$ cat src/sv/qats_pkg.sv
// ----------------------------------------------------------------------------
// qats_pkg
// Shared constants, register codes and payload types of the quote-aware
// token scanner.
// ----------------------------------------------------------------------------
`default_nettype none

package qats_pkg;

    localparam int MAX_PAIRS      = 8;
    localparam int MAX_SEPARATORS = 8;
    localparam int DEPTH_W        = 8;
    localparam int COUNT_W        = 16;
    localparam int CHAR_W         = 8;
    localparam int PCNT_W         = 4;
    localparam int CFG_IDX_W      = 3;
    localparam int CFG_DATA_W     = 64;

    localparam logic [CHAR_W-1:0] BACKSLASH = 8'h5C;

    // Configuration register indexes.
    localparam logic [CFG_IDX_W-1:0] CFG_PAIR_OPEN  = 3'd0;
    localparam logic [CFG_IDX_W-1:0] CFG_PAIR_CLOSE = 3'd1;
    localparam logic [CFG_IDX_W-1:0] CFG_PAIR_COUNT = 3'd2;
    localparam logic [CFG_IDX_W-1:0] CFG_SEP_CHARS  = 3'd3;
    localparam logic [CFG_IDX_W-1:0] CFG_SEP_COUNT  = 3'd4;
    localparam logic [CFG_IDX_W-1:0] CFG_TARGET     = 3'd5;

    typedef logic [MAX_PAIRS-1:0][DEPTH_W-1:0]     t_depth_vec;
    typedef logic [MAX_PAIRS-1:0][CHAR_W-1:0]      t_pair_chars;
    typedef logic [MAX_SEPARATORS-1:0][CHAR_W-1:0] t_sep_chars;

    typedef struct packed {
        logic [CHAR_W-1:0] character;
        logic              first_of_string;
    } t_in_item;

    typedef struct packed {
        logic               inhibited;
        logic               is_separator;
        logic               word_start;
        logic [COUNT_W-1:0] word_total;
        logic               target_hit;
        logic [COUNT_W-1:0] char_position;
    } t_out_item;

    // Result of the pair table for one character.
    typedef struct packed {
        t_depth_vec depth;
        logic       inhibited;
    } t_pair_res;

endpackage

`default_nettype wire

$ cat src/sv/qats_in_if.sv
// ----------------------------------------------------------------------------
// qats_in_if
// Valid/ready channel carrying one input character word.
// ----------------------------------------------------------------------------
`default_nettype none

interface qats_in_if;
    import qats_pkg::*;

    logic     valid;
    logic     ready;
    t_in_item data;

    modport source (output valid, output data, input ready);
    modport sink   (input valid, input data, output ready);
endinterface

`default_nettype wire

$ cat src/sv/qats_out_if.sv
// ----------------------------------------------------------------------------
// qats_out_if
// Valid/ready channel carrying one scan result word.
// ----------------------------------------------------------------------------
`default_nettype none

interface qats_out_if;
    import qats_pkg::*;

    logic      valid;
    logic      ready;
    t_out_item data;

    modport source (output valid, output data, input ready);
    modport sink   (input valid, input data, output ready);
endinterface

`default_nettype wire

$ cat src/sv/qats_pair_logic.sv
// ----------------------------------------------------------------------------
// qats_pair_logic
// Inhibitor pair table: next nesting depths and the inhibit decision for one
// character, all pairs evaluated in parallel with priority.
// ----------------------------------------------------------------------------
`default_nettype none

module qats_pair_logic
    import qats_pkg::*;
(
    input  wire logic [CHAR_W-1:0] i_char,
    input  wire logic              i_escaped,
    input  wire t_depth_vec        i_depth,
    input  wire t_pair_chars       i_open,
    input  wire t_pair_chars       i_close,
    input  wire logic [PCNT_W-1:0] i_pair_count,
    output t_pair_res              o_res
);

    localparam logic [DEPTH_W-1:0] DEPTH_MAX = {1'b0, {(DEPTH_W-1){1'b1}}};
    localparam logic [DEPTH_W-1:0] DEPTH_MIN = {1'b1, {(DEPTH_W-1){1'b0}}};
    localparam logic [DEPTH_W-1:0] DEPTH_ONE = DEPTH_W'(1);

    logic [MAX_PAIRS-1:0] used;
    logic [MAX_PAIRS-1:0] active;
    logic [MAX_PAIRS-1:0] sel;
    logic [MAX_PAIRS-1:0] is_open;
    logic [MAX_PAIRS-1:0] is_close;
    logic [MAX_PAIRS-1:0] is_toggle;
    t_depth_vec           inc_d;
    t_depth_vec           dec_d;
    t_depth_vec           nd;

    always_comb begin
        for (int k = 0; k < MAX_PAIRS; k++) begin
            used[k]      = i_pair_count > PCNT_W'(k);
            active[k]    = used[k] && (i_depth[k] != '0);
            is_open[k]   = i_open[k] == i_char;
            is_close[k]  = i_close[k] == i_char;
            is_toggle[k] = is_open[k] && (i_open[k] == i_close[k]) && !i_escaped;
            inc_d[k]     = (i_depth[k] == DEPTH_MAX) ? i_depth[k] : i_depth[k] + DEPTH_ONE;
            dec_d[k]     = (i_depth[k] == DEPTH_MIN) ? i_depth[k] : i_depth[k] - DEPTH_ONE;
        end
    end

    // One-hot select of the lowest active pair.
    always_comb begin
        logic found;
        found = 1'b0;
        sel   = '0;
        for (int k = 0; k < MAX_PAIRS; k++) begin
            sel[k] = active[k] && !found;
            found  = found || active[k];
        end
    end

    always_comb begin
        logic opened;
        logic inh_act;
        logic inh_idle;
        opened   = 1'b0;
        inh_act  = 1'b0;
        inh_idle = 1'b0;
        nd       = i_depth;
        if (|active) begin
            // Only the first open region sees the character.
            for (int k = 0; k < MAX_PAIRS; k++) begin
                if (sel[k]) begin
                    if (is_toggle[k]) begin
                        nd[k]   = '0;
                        inh_act = 1'b0;
                    end else if (is_open[k]) begin
                        nd[k]   = inc_d[k];
                        inh_act = inc_d[k] != '0;
                    end else if (is_close[k]) begin
                        nd[k]   = dec_d[k];
                        inh_act = 1'b1;
                    end else begin
                        inh_act = 1'b1;
                    end
                end
            end
        end else begin
            // No region open: every pair in use updates.
            for (int k = 0; k < MAX_PAIRS; k++) begin
                if (used[k]) begin
                    if (is_toggle[k]) begin
                        nd[k]  = (i_depth[k] == '0) ? DEPTH_ONE : '0;
                        opened = i_depth[k] == '0;
                    end else if (is_open[k]) begin
                        nd[k]  = inc_d[k];
                        opened = 1'b1;
                    end else if (is_close[k]) begin
                        nd[k]  = dec_d[k];
                    end
                end
            end
            for (int k = 0; k < MAX_PAIRS; k++) begin
                if (used[k] && (nd[k] != '0) && ((nd[k] != DEPTH_ONE) || !opened)) begin
                    inh_idle = 1'b1;
                end
            end
        end
        o_res.depth     = nd;
        o_res.inhibited = (|active) ? inh_act : inh_idle;
    end

endmodule

`default_nettype wire

$ cat src/sv/quote_aware_token_scanner.sv
// ----------------------------------------------------------------------------
// quote_aware_token_scanner
// Scans a byte stream one character per word, tracking quoted and bracketed
// regions, separators, word starts and the first uninhibited target hit.
// ----------------------------------------------------------------------------
//
//   Port      Dir   Handshake     Contents
//   i_in      in    valid/ready   character, first_of_string
//   o_out     out   valid/ready   inhibited, is_separator, word_start,
//                                 word_total, target_hit, char_position
//   i_cfg_*   in    write enable  register index and 64-bit write data
//
// A word accepted on i_in lands in the input register; there the pair table
// and counters evaluate it and the result lands in the output register, and
// one word is taken every cycle while o_out does not stall.
// The scan state is updated in the same cycle that the result register loads.
// Reset is synchronous and active low; it clears the scan state, the
// configuration registers and both valid flags.
// When o_out stalls, the input register holds one more word and then i_in
// drops ready until the result is taken.
// ----------------------------------------------------------------------------
`default_nettype none

module quote_aware_token_scanner
    import qats_pkg::*;
(
    input  wire logic                  i_clk,
    input  wire logic                  i_rst_n,
    qats_in_if.sink                    i_in,
    qats_out_if.source                 o_out,
    input  wire logic                  i_cfg_we,
    input  wire logic [CFG_IDX_W-1:0]  i_cfg_idx,
    input  wire logic [CFG_DATA_W-1:0] i_cfg_data
);

    localparam logic [COUNT_W-1:0] COUNT_MAX = '1;
    localparam logic [COUNT_W-1:0] COUNT_ONE = COUNT_W'(1);

    // Configuration registers.
    t_pair_chars        r_pair_open;
    t_pair_chars        r_pair_close;
    logic [PCNT_W-1:0]  r_pair_count;
    t_sep_chars         r_sep_chars;
    logic [PCNT_W-1:0]  r_sep_count;
    logic [CHAR_W-1:0]  r_target;

    // Scan state carried from one character to the next.
    t_depth_vec         r_depth;
    logic               r_esc_par;
    logic               r_prev_sep;
    logic [COUNT_W-1:0] r_word_cnt;
    logic [COUNT_W-1:0] r_pos_cnt;
    logic               r_target_seen;

    // Pipeline registers.
    logic               r_in_vld;
    t_in_item           r_in_data;
    logic               r_out_vld;
    t_out_item          r_out_data;

    logic               adv;
    logic               first;
    t_depth_vec         eff_depth;
    logic               eff_par;
    logic               eff_prev_sep;
    logic [COUNT_W-1:0] eff_word;
    logic [COUNT_W-1:0] eff_pos;
    logic               eff_seen;
    t_pair_res          pair_res;
    logic               sep;
    logic               ws;
    logic               hit;
    logic [COUNT_W-1:0] n_word_cnt;
    logic [COUNT_W-1:0] n_pos_cnt;
    logic               n_esc_par;
    t_out_item          n_out_data;

    // The stage advances when it holds a word and the result register is
    // free or being emptied this cycle.
    assign adv         = r_in_vld && (!r_out_vld || o_out.ready);
    assign i_in.ready  = !r_in_vld || adv;
    assign o_out.valid = r_out_vld;
    assign o_out.data  = r_out_data;

    // A first_of_string word sees a freshly cleared state.
    assign first        = r_in_data.first_of_string;
    assign eff_depth    = first ? '0 : r_depth;
    assign eff_par      = first ? 1'b0 : r_esc_par;
    assign eff_prev_sep = first ? 1'b1 : r_prev_sep;
    assign eff_word     = first ? '0 : r_word_cnt;
    assign eff_pos      = first ? '0 : r_pos_cnt;
    assign eff_seen     = first ? 1'b0 : r_target_seen;

    qats_pair_logic u_pairs (
        .i_char       (r_in_data.character),
        .i_escaped    (eff_par),
        .i_depth      (eff_depth),
        .i_open       (r_pair_open),
        .i_close      (r_pair_close),
        .i_pair_count (r_pair_count),
        .o_res        (pair_res)
    );

    // Separator membership ignores inhibition entirely.
    always_comb begin
        sep = 1'b0;
        for (int k = 0; k < MAX_SEPARATORS; k++) begin
            if ((r_sep_count > PCNT_W'(k)) && (r_sep_chars[k] == r_in_data.character)) begin
                sep = 1'b1;
            end
        end
    end

    always_comb begin
        ws         = !pair_res.inhibited && !sep && eff_prev_sep;
        hit        = !pair_res.inhibited && !eff_seen && (r_in_data.character == r_target);
        n_word_cnt = (ws && (eff_word != COUNT_MAX)) ? eff_word + COUNT_ONE : eff_word;
        n_pos_cnt  = (eff_pos != COUNT_MAX) ? eff_pos + COUNT_ONE : eff_pos;
        // Parity of the backslash run that ends at this character.
        n_esc_par  = (r_in_data.character == BACKSLASH) ? !eff_par : 1'b0;

        n_out_data.inhibited     = pair_res.inhibited;
        n_out_data.is_separator  = sep;
        n_out_data.word_start    = ws;
        n_out_data.word_total    = n_word_cnt;
        n_out_data.target_hit    = hit;
        n_out_data.char_position = eff_pos;
    end

    // Configuration port.
    always_ff @(posedge i_clk) begin
        if (!i_rst_n) begin
            r_pair_open  <= '0;
            r_pair_close <= '0;
            r_pair_count <= '0;
            r_sep_chars  <= '0;
            r_sep_count  <= '0;
            r_target     <= '0;
        end else if (i_cfg_we) begin
            unique case (i_cfg_idx)
                CFG_PAIR_OPEN:  r_pair_open  <= i_cfg_data;
                CFG_PAIR_CLOSE: r_pair_close <= i_cfg_data;
                CFG_PAIR_COUNT: r_pair_count <= i_cfg_data[PCNT_W-1:0];
                CFG_SEP_CHARS:  r_sep_chars  <= i_cfg_data;
                CFG_SEP_COUNT:  r_sep_count  <= i_cfg_data[PCNT_W-1:0];
                CFG_TARGET:     r_target     <= i_cfg_data[CHAR_W-1:0];
                default: begin
                end
            endcase
        end
    end

    // Scan state.
    always_ff @(posedge i_clk) begin
        if (!i_rst_n) begin
            r_depth       <= '0;
            r_esc_par     <= 1'b0;
            r_prev_sep    <= 1'b1;
            r_word_cnt    <= '0;
            r_pos_cnt     <= '0;
            r_target_seen <= 1'b0;
        end else if (adv) begin
            r_depth       <= pair_res.depth;
            r_esc_par     <= n_esc_par;
            r_prev_sep    <= sep;
            r_word_cnt    <= n_word_cnt;
            r_pos_cnt     <= n_pos_cnt;
            r_target_seen <= eff_seen || hit;
        end
    end

    // Input and result registers.
    always_ff @(posedge i_clk) begin
        if (!i_rst_n) begin
            r_in_vld  <= 1'b0;
            r_out_vld <= 1'b0;
        end else begin
            if (i_in.ready) begin
                r_in_vld <= i_in.valid;
            end
            if (adv) begin
                r_out_vld <= 1'b1;
            end else if (o_out.ready) begin
                r_out_vld <= 1'b0;
            end
        end
    end

    always_ff @(posedge i_clk) begin
        if (i_in.valid && i_in.ready) begin
            r_in_data <= i_in.data;
        end
        if (adv) begin
            r_out_data <= n_out_data;
        end
    end

    // A new string always reports position zero.
    a_first_pos: assert property (@(posedge i_clk) disable iff (!i_rst_n)
        adv && first |=> o_out.data.char_position == '0)
        else $error("first character of a string not at position zero");

    // A held word must not be dropped while the result side stalls.
    a_hold_in: assert property (@(posedge i_clk) disable iff (!i_rst_n)
        r_in_vld && !adv |=> r_in_vld && $stable(r_in_data))
        else $error("input register lost a stalled word");

    // A word start is never inhibited and never a separator.
    a_word_start: assert property (@(posedge i_clk) disable iff (!i_rst_n)
        o_out.valid && o_out.data.word_start |->
            !o_out.data.inhibited && !o_out.data.is_separator)
        else $error("word start on an inhibited or separator character");

    // Only one target hit per string.
    a_one_hit: assert property (@(posedge i_clk) disable iff (!i_rst_n)
        adv && r_target_seen && !first |-> !hit)
        else $error("second target hit within one string");

endmodule

`default_nettype wire

$ cat src/flat_wrapper.sv
// flat-port wrapper written by rule: the top's interface ports become plain ports
module quote_aware_token_scanner_flat import qats_pkg::*;
  (i_clk, i_rst_n, i_cfg_we, i_cfg_idx, i_cfg_data, i_in_valid, i_in_data, i_in_ready, o_out_valid, o_out_data, o_out_ready);
  qats_in_if i_in_i ();
  qats_out_if o_out_i ();
  input  wire logic i_clk;
  input  wire logic i_rst_n;
  input  wire logic i_cfg_we;
  input  wire logic [CFG_IDX_W-1:0] i_cfg_idx;
  input  wire logic [CFG_DATA_W-1:0] i_cfg_data;
  input wire logic [$bits(i_in_i.valid)-1:0] i_in_valid;
  input wire logic [$bits(i_in_i.data)-1:0] i_in_data;
  output wire logic [$bits(i_in_i.ready)-1:0] i_in_ready;
  output wire logic [$bits(o_out_i.valid)-1:0] o_out_valid;
  output wire logic [$bits(o_out_i.data)-1:0] o_out_data;
  input wire logic [$bits(o_out_i.ready)-1:0] o_out_ready;
  assign i_in_i.valid = i_in_valid;
  assign i_in_i.data = i_in_data;
  assign i_in_ready = i_in_i.ready;
  assign o_out_valid = o_out_i.valid;
  assign o_out_data = o_out_i.data;
  assign o_out_i.ready = o_out_ready;
  quote_aware_token_scanner u_core (.i_clk(i_clk), .i_rst_n(i_rst_n), .i_in(i_in_i), .o_out(o_out_i), .i_cfg_we(i_cfg_we), .i_cfg_idx(i_cfg_idx), .i_cfg_data(i_cfg_data));
endmodule
$ cat config.mk
export PLATFORM = sky130hd
export DESIGN_NAME = quote_aware_token_scanner_flat
export DESIGN_NICKNAME = d
export VERILOG_FILES = /design/src/sv/qats_pkg.sv /design/src/sv/qats_in_if.sv /design/src/sv/qats_out_if.sv /design/src/sv/qats_pair_logic.sv /design/src/sv/quote_aware_token_scanner.sv /design/src/flat_wrapper.sv
export SDC_FILE = /design/constraint.sdc
export NUM_CORES = 1
export LEC_CHECK = 0
export ABC_AREA = 1
export BUFFER_PORTS_ARGS = -buffer_cell sky130_fd_sc_hd__buf_2
export CAP_MARGIN = 10
export CORE_MARGIN = 1.5
export CORE_UTILIZATION = 55
export CTS_BUF_LIST = sky130_fd_sc_hd__clkbuf_4 sky130_fd_sc_hd__clkbuf_8 sky130_fd_sc_hd__clkbuf_16
export DETAILED_ROUTE_END_ITERATION = 6
export GPL_TIMING_DRIVEN = 0
export HOLD_SLACK_MARGIN = 0.12
export PLACE_DENSITY = 0.85
export SYNTH_ARGS = -nofsm -noshare
export SYNTH_HDL_FRONTEND = slang
export SYNTH_SLANG_ARGS = --single-unit
export TNS_END_PERCENT = 20
$ cat constraint.sdc
create_clock -name i_clk -period 4 [get_ports i_clk]
set_input_delay 0.4 -clock i_clk [delete_from_list [all_inputs] [get_ports i_clk]]
set_output_delay 0.4 -clock i_clk [all_outputs]
set_load 0.01 [all_outputs]
==> flow_summary.json, run 1 <==
{
  "antenna_found_initial": 3,
  "final_nets": 4116,
  "whs_path_depth": 3,
  "regArea_um2": 7540,
  "ir_worst_vdd_mv": 0.465,
  "slew_violations": 0,
  "ys_seq_area_frac": 0.313,
  "syn_area_um2": 24100,
  "via_count": 28400,
  "finalCriticalPeriod_ns": 4.37,
  "die_w_um": 212,
  "drtPass1Iterations": 7,
  "worstReg2RegEnd": "u_core.o_out.data[30]",
  "power-per-cell-area_nw_per_um2": 333,
  "clkLatencyLatePin_ns": 0.60,
  "initial_core_util": 0.558,
  "clock_path_buffers": 3,
  "syn_area_per_cell_um2": 6.55,
  "worst_slack_ns": -0.373,
  "cts-root-buf": "clkbuf_16",
  "ys_ff_latch": 354,
  "drive_gt1_frac": 0.175,
  "fp.coreArea_um2": 43200,
  "end_kind": "flip-flop",
  "postLayoutCoreUtil": 0.683,
  "grt-ovfl-total": 0,
  "synth_ff_type": "dfxtp_1",
  "cts-htree-levels": 2,
  "grt_first_pass_wirelength_mm": 141,
  "fin_crit_sh": 1.09,
  "grt_max_degree": 37,
  "synth.top_cell.area_share": 0.257,
  "die-area_um2": 45100,
  "hold_violations": 0,
  "cts_tree": "done",
  "setup-violations-final": 36,
  "fin_skew_ns": 0.0165,
  "fin_cells": 4627,
  "clkTransAtPathRegs_ns": 0.06,
  "synth_top_area_cell": "dfxtp_1",
  "p_total_mw": 9.81,
  "cap_violations": 0,
  "num_rows": 76,
  "ioPinCount": 119,
  "io_buffers": 117,
  "r2r_setup_slack_ns": -0.37,
  "hold_path_class": "primary input to flip-flop",
  "whs_ns": 0.131,
  "ys_warn_count": 0,
  "worstMarginPinSlew_ns": 1.09,
  "num-fill-cells": 3590,
  "synth-edff-count": 45,
  "ant_nets": 0,
  "r2r-start": "u_core.first",
  "rsz0062_at_grt": "true",
  "numCtsBuffers": 39,
  "viasPerCell": 6.14,
  "multi_input_area_um2": 15200,
  "relSlewSlack": 0.266,
  "yosysUniqueCellTypes": 62,
  "arrival_ns": 4.71,
  "wire_per_inst_um": 20.3,
  "max_freq_mhz": 229,
  "cts_sinks": 354,
  "p_leak_nw": 12.5,
  "fp.dieH_um": 212,
  "syn2layout_area_growth_pct": 22.3,
  "status": "finished, violations left",
  "required_ns": 4.34,
  "drc": 0,
  "crit_fanout": 10,
  "syn_nets": 3788,
  "hold_path_end": "u_core.r_pair_close[54]",
  "async_flop_share": 0,
  "start_kind": "flip-flop",
  "place_hpwl_mm": 63.3,
  "drtIter0Drc": 3762,
  "grt_pass1_vias": 25800,
  "dpl.cell_count": 4386,
  "syn_inst": 3682,
  "r2r_cells": 21,
  "min-delay-start": "i_cfg_data[54]",
  "wl_mm": 93.9,
  "critPathKind": "flip-flop to flip-flop",
  "yosys-top-cells-area": "dfxtp_1, nand2_1, nor2_1, o21ai_0, edfxtp_1",
  "groute.usage.overall": 0.403,
  "place_congestion": 1.05,
  "violations": "setup timing"
}
synthesized netlist by cell type, types with 6 or more instances:
cell type,count
inv_1,356
a31oi_1,10
o21ai_1,35
clkbuf_1,110
nor2_2,17
buf_4,12
nand3_1,158
inv_2,31
o22ai_1,23
nor4_1,24
nand2_2,22
nor3_1,52
dfxtp_1,309
nand2_1,784
a211oi_1,6
o221ai_1,10
a21oi_1,248
xor2_1,111
nand2_4,19
buf_6,19
nand4_1,101
nand3_2,12
clkinv_1,7
o21ai_0,335
or2_2,21
ha_1,25
o211ai_1,101
nor3_2,9
edfxtp_1,45
xnor2_1,64
buf_2,15
nor2_1,519
where the power goes:
part	internal (mW)	leakage, nW	switching [mW]
clock	2.13	0.659	1.68
sequential	3.75	2.94	0.114
combinational	0.740	8.95	1.39
worst max-delay path, stage by stage (launching register included):
cell      delay [ns]
edfxtp_1        0.45
buf_6           0.18
inv_6           0.14
buf_12          0.18
buf_12          0.18
nand2_2         0.15
inv_1           0.15
nand3_1         0.14
nor3_2          0.21
xor2_1          0.25
nand2_1         0.11
nand2_1         0.11
nand4_1         0.11
o41ai_2         0.36
nand4_1         0.26
a21oi_2         0.17
nand4_1         0.22
nand2_8         0.21
nand3_4         0.16
buf_12          0.22
nand2_8         0.07
nand2_4         0.06
layout by cell type, fill, tap and decap left out, types with 109 or more instances in the layout:
cell type,Yosys,routed
o21ai_0,335,321
buf_4,12,111
nor2_1,519,463
nand2_1,784,743
dfxtp_1,309,309
buf_2,15,129
inv_1,356,336
nand3_1,158,143
a21oi_1,248,241
xor2_1,111,109
worst max path at each step:
stage	from	endpoint	slack, ns	depth (start not counted)
after CTS	u_core.first	u_core.o_out.data[30]	-0.02	28
after global placement	u_core.first	u_core.o_out.data[32]	-1.0	28
after detailed placement	u_core.first	u_core.o_out.data[17]	-0.95	21
after floorplan	u_core.first	u_core.o_out.data[24]	0.11	28
after global routing	u_core.first	u_core.o_out.data[30]	-0.37	21
final	u_core.first	u_core.o_out.data[30]	-0.37	21
final cells by class:
cell class | count | area share
buffer | 166 | 0.0352
timing repair buffer | 285 | 0.0722
sequential | 354 | 0.256
timing repair inverter | 1 | 0.000170
clock buffer | 56 | 0.0398
multi-input combinational | 2768 | 0.515
antenna | 1 | 0.0000849
clock inverter | 16 | 0.00552
tap | 585 | 0.0248
inverter | 395 | 0.0512
cell families (layout without fill, tap and decap cells):
family / after synthesis / count (layout) / share of synthesized area
AND/OR/NAND/NOR: 1763 / 1765 / 0.325
AO/OA/AOI/OAI: 803 / 803 / 0.186
buffers and inverters: 562 / 919 / 0.0993
flip-flops: 354 / 354 / 0.313
XOR/XNOR: 175 / 175 / 0.0636
adder cells (fa/ha/maj): 25 / 25 / 0.0130
other: 0 / 1 / 0
stage by stage:
step	worst slack, ns	setup TNS, ns	area, um^2
floorplan	0.106	0	24100
finish	-0.373	-11.25	29500
detailed placement	-0.951	-76.46	25400
CTS	-0.0170	-0.108	28600
global route	-0.368	-11.66	29500
global placement	-0.997	-75.79	25400
per-layer routing:
metal	GRT usage	up-vias	wire length, um
met3	0.0999	549	11600
li1	-	12900	-
met1	0.501	12900	34400
met5	0	-	11
met4	0.282	2	7640
met2	0.613	2053	40300
sequential cells by signal, indices dropped and copies added (netlist names), 8 cells and up:
| register | count |
|---|---|
| u_core.r_pair_open | 64 |
| u_core.r_target | 8 |
| u_core.r_word_cnt | 16 |
| u_core.r_pair_close | 64 |
| u_core.r_depth | 64 |
| u_core.r_in_data | 8 |
| u_core.r_pos_cnt | 16 |
| u_core.o_out.data | 36 |
| u_core.r_sep_chars | 64 |
repair_timing:
action | CTS | global route
hold buffers | 54 | 1
gates cloned | 4 | 2
buffers inserted | 67 | 41
setup endpoints to repair | 101 | 101
hold endpoints to repair | 75 | 1
pin swaps | 57 | 82
gates resized for setup | 190 | 161
(Power assumes the default switching activity.)
==> inputs of run 2 (changes only) <==
--- a/config.mk
+++ b/config.mk
@@ -14,8 +14,10 @@
 export DETAILED_ROUTE_END_ITERATION = 6
 export GPL_TIMING_DRIVEN = 0
 export HOLD_SLACK_MARGIN = 0.12
-export PLACE_DENSITY = 0.85
+export MAX_ROUTING_LAYER = met4
+export PLACE_DENSITY = 0.84
 export SYNTH_ARGS = -nofsm -noshare
 export SYNTH_HDL_FRONTEND = slang
+export SYNTH_HIERARCHICAL = 1
 export SYNTH_SLANG_ARGS = --single-unit
 export TNS_END_PERCENT = 20
==> flow_summary.json, run 2 <==
{
  "cp_slowest_cell": "edfxtp_1",
  "ys_ff_latch": 354,
  "relSlewSlack": 0.214,
  "synth.most_common_cell": "nand2_1",
  "layout_commonest_cell": "nand2_1",
  "min-delay-start": "i_cfg_data[34]",
  "stdcell_area_um2": 30400,
  "ir_worst_vdd_mv": 0.351,
  "yosysUniqueCellTypes": 62,
  "place_congestion": 1.03,
  "hold_path_class": "primary input to flip-flop",
  "wl_mm": 89.9,
  "hold_violations": 0,
  "initial_core_util": 0.559,
  "fp.dieH_um": 218,
  "grt-ovfl-total": 0,
  "setup-violations-final": 36,
  "cap_violations": 0,
  "rsz0062_at_grt": "true",
  "finalCriticalPeriod_ns": 4.54,
  "r2r_cells": 32,
  "grt_max_degree": 27,
  "clkLatencyLatePin_ns": 0.62,
  "final_cell_mix": "nand2_1, nor2_1, o21ai_0",
  "power-per-cell-area_nw_per_um2": 344,
  "via_count": 28800,
  "grt_first_pass_wirelength_mm": 139,
  "p_total_mw": 10.4,
  "ys_warn_count": 6,
  "critPathKind": "flip-flop to flip-flop",
  "status": "finished, violations left",
  "synth_ff_type": "dfxtp_1",
  "die-area_um2": 47400,
  "clock_path_buffers": 3,
  "p_leak_nw": 13.4,
  "syn2layout_area_growth_pct": 19.9,
  "postLayoutCoreUtil": 0.670,
  "drtPass1Iterations": 7,
  "r2r_setup_slack_ns": -0.54,
  "end_kind": "flip-flop",
  "cp_slowest_stage_delay_ns": 0.46,
  "hold_path_end": "u_core/r_pair_open[34]",
  "viasPerCell": 5.76,
  "yosys-top-cells-area": "dfxtp_1, nand2_1, nor2_1, o21ai_0, inv_1",
  "arrival_ns": 5.00,
  "synth_top_area_cell": "dfxtp_1",
  "ys_seq_area_frac": 0.297,
  "die_w_um": 218,
  "groute.usage.overall": 0.380,
  "violations": "DRC, setup timing",
  "wire_per_inst_um": 18.0,
  "syn_inst": 4081,
  "ant_nets": 0,
  "num_rows": 78,
  "worstReg2RegEnd": "u_core/r_depth[37]",
  "whs_path_depth": 3,
  "drtIter0Drc": 3764,
  "antenna_found_initial": 0,
  "slew_violations": 0,
  "cts_sinks": 354,
  "synth-edff-count": 45,
  "fin_crit_sh": 1.14,
  "syn_area_per_cell_um2": 6.21,
  "r2r-start": "u_core/first",
  "numCtsBuffers": 42,
  "grt_pass1_vias": 25900,
  "synth.top_cell.area_share": 0.244,
  "crit_fanout": 7,
  "io_buffers": 117,
  "max_freq_mhz": 220,
  "clkTransAtPathRegs_ns": 0.06,
  "cts-root-buf": "clkbuf_16",
  "fin_skew_ns": 0.0574,
  "start_kind": "flip-flop",
  "place_hpwl_mm": 63.3,
  "synth_common_cells": "nand2_1, nor2_1, o21ai_0",
  "final_nets": 4465,
  "fp.coreArea_um2": 45400,
  "syn_area_um2": 25300,
  "post_dp_cell_area_um2": 26900,
  "drive_gt1_frac": 0.146,
  "async_flop_share": 0,
  "num-fill-cells": 4012,
  "cts-htree-levels": 2,
  "required_ns": 4.46,
  "syn_nets": 4187,
  "drc": 1,
  "final.setup.tns_ns": -16.48,
  "ioPinCount": 119,
  "cpMostUsedCell": "buf_4",
  "worstMarginPinSlew_ns": 1.18,
  "cts_tree": "done",
  "worst_slack_ns": -0.544,
  "diodes": 0
}
-- run 2: power by group --
group	switching, mW	internal [mW]
registers	0.102	3.77
logic	1.63	0.881
clock network	1.69	2.37
-- run 2: worst max path at each step --
stage,to,slack [ns],startpoint
final,u_core/r_depth[37],-0.54,u_core/first
after floorplan,u_core/o_out.data[26],-0.14,u_core/first
after detailed placement,u_core/r_target_seen,-1.62,u_core/first
after global placement,u_core/r_target_seen,-1.67,u_core/first
after global routing,u_core/r_word_cnt[8],-0.77,u_core/first
after CTS,u_core/o_out.data[24],-0.39,u_core/first
-- run 2: routing by layer --
layer / track usage / vias to the layer above / part of all wire
li1: - / 13700 / -
met4: 0.174 / 0 / 0.049
met2: 0.576 / 1612 / 0.44
met1: 0.493 / 13100 / 0.40
met5: - / - / 0
met3: 0.0686 / 289 / 0.11
-- run 2: kinds of logic (layout without fill, tap and decap cells) --
group                    Yosys count  in the layout  share of synthesized area
AND/OR/NAND/NOR                 2018           2018                      0.345
AO/OA/AOI/OAI                    806            806                      0.168
buffers and inverters            686            997                      0.112
flip-flops                       354            354                      0.297
XOR/XNOR                         191            191                     0.0660
adder cells (fa/ha/maj)           25             25                     0.0123
multiplexers                       1              1                   0.000444
-- run 2: worst max-delay path, delay by kind of cell, from the launching register on --
| family | cells | cell delay [ns] |
|---|---|---|
| compound gates | 5 | 0.57 |
| fa+ha+maj | 1 | 0.17 |
| buf+inv | 17 | 2.07 |
| flops | 1 | 0.46 |
| simple gates | 9 | 1.08 |
-- run 2: cell type report --
class                      instances  area [um^2]  area share
sequential                       354         7540       0.248
timing repair buffer             240         1810      0.0594
clock inverter                    27          333      0.0109
multi-input combinational       3041        15900       0.522
clock buffer                      50         1130      0.0372
buffer                           191         1120      0.0368
inverter                         489         1860      0.0612
tap                              600          751      0.0247
-- run 2: timing repair --
item                                   CTS  global route
setup endpoints to repair              100            92
hold buffers                            55             1
gates resized for setup                174            73
endpoints found under the hold margin   94             2
setup buffers                           55             6
cloned                                   5             0
pin swaps                               40            21
-- run 2: per-stage QoR --
step                hold WS (ns)  setup WS, ns  cells
global placement           0.440         -1.67   4798
detailed placement         0.445         -1.62   4799
floorplan                  0.430        -0.140   4081
CTS                        0.120        -0.390   4986
finish                     0.121        -0.544   4992
global route               0.130        -0.766   4992
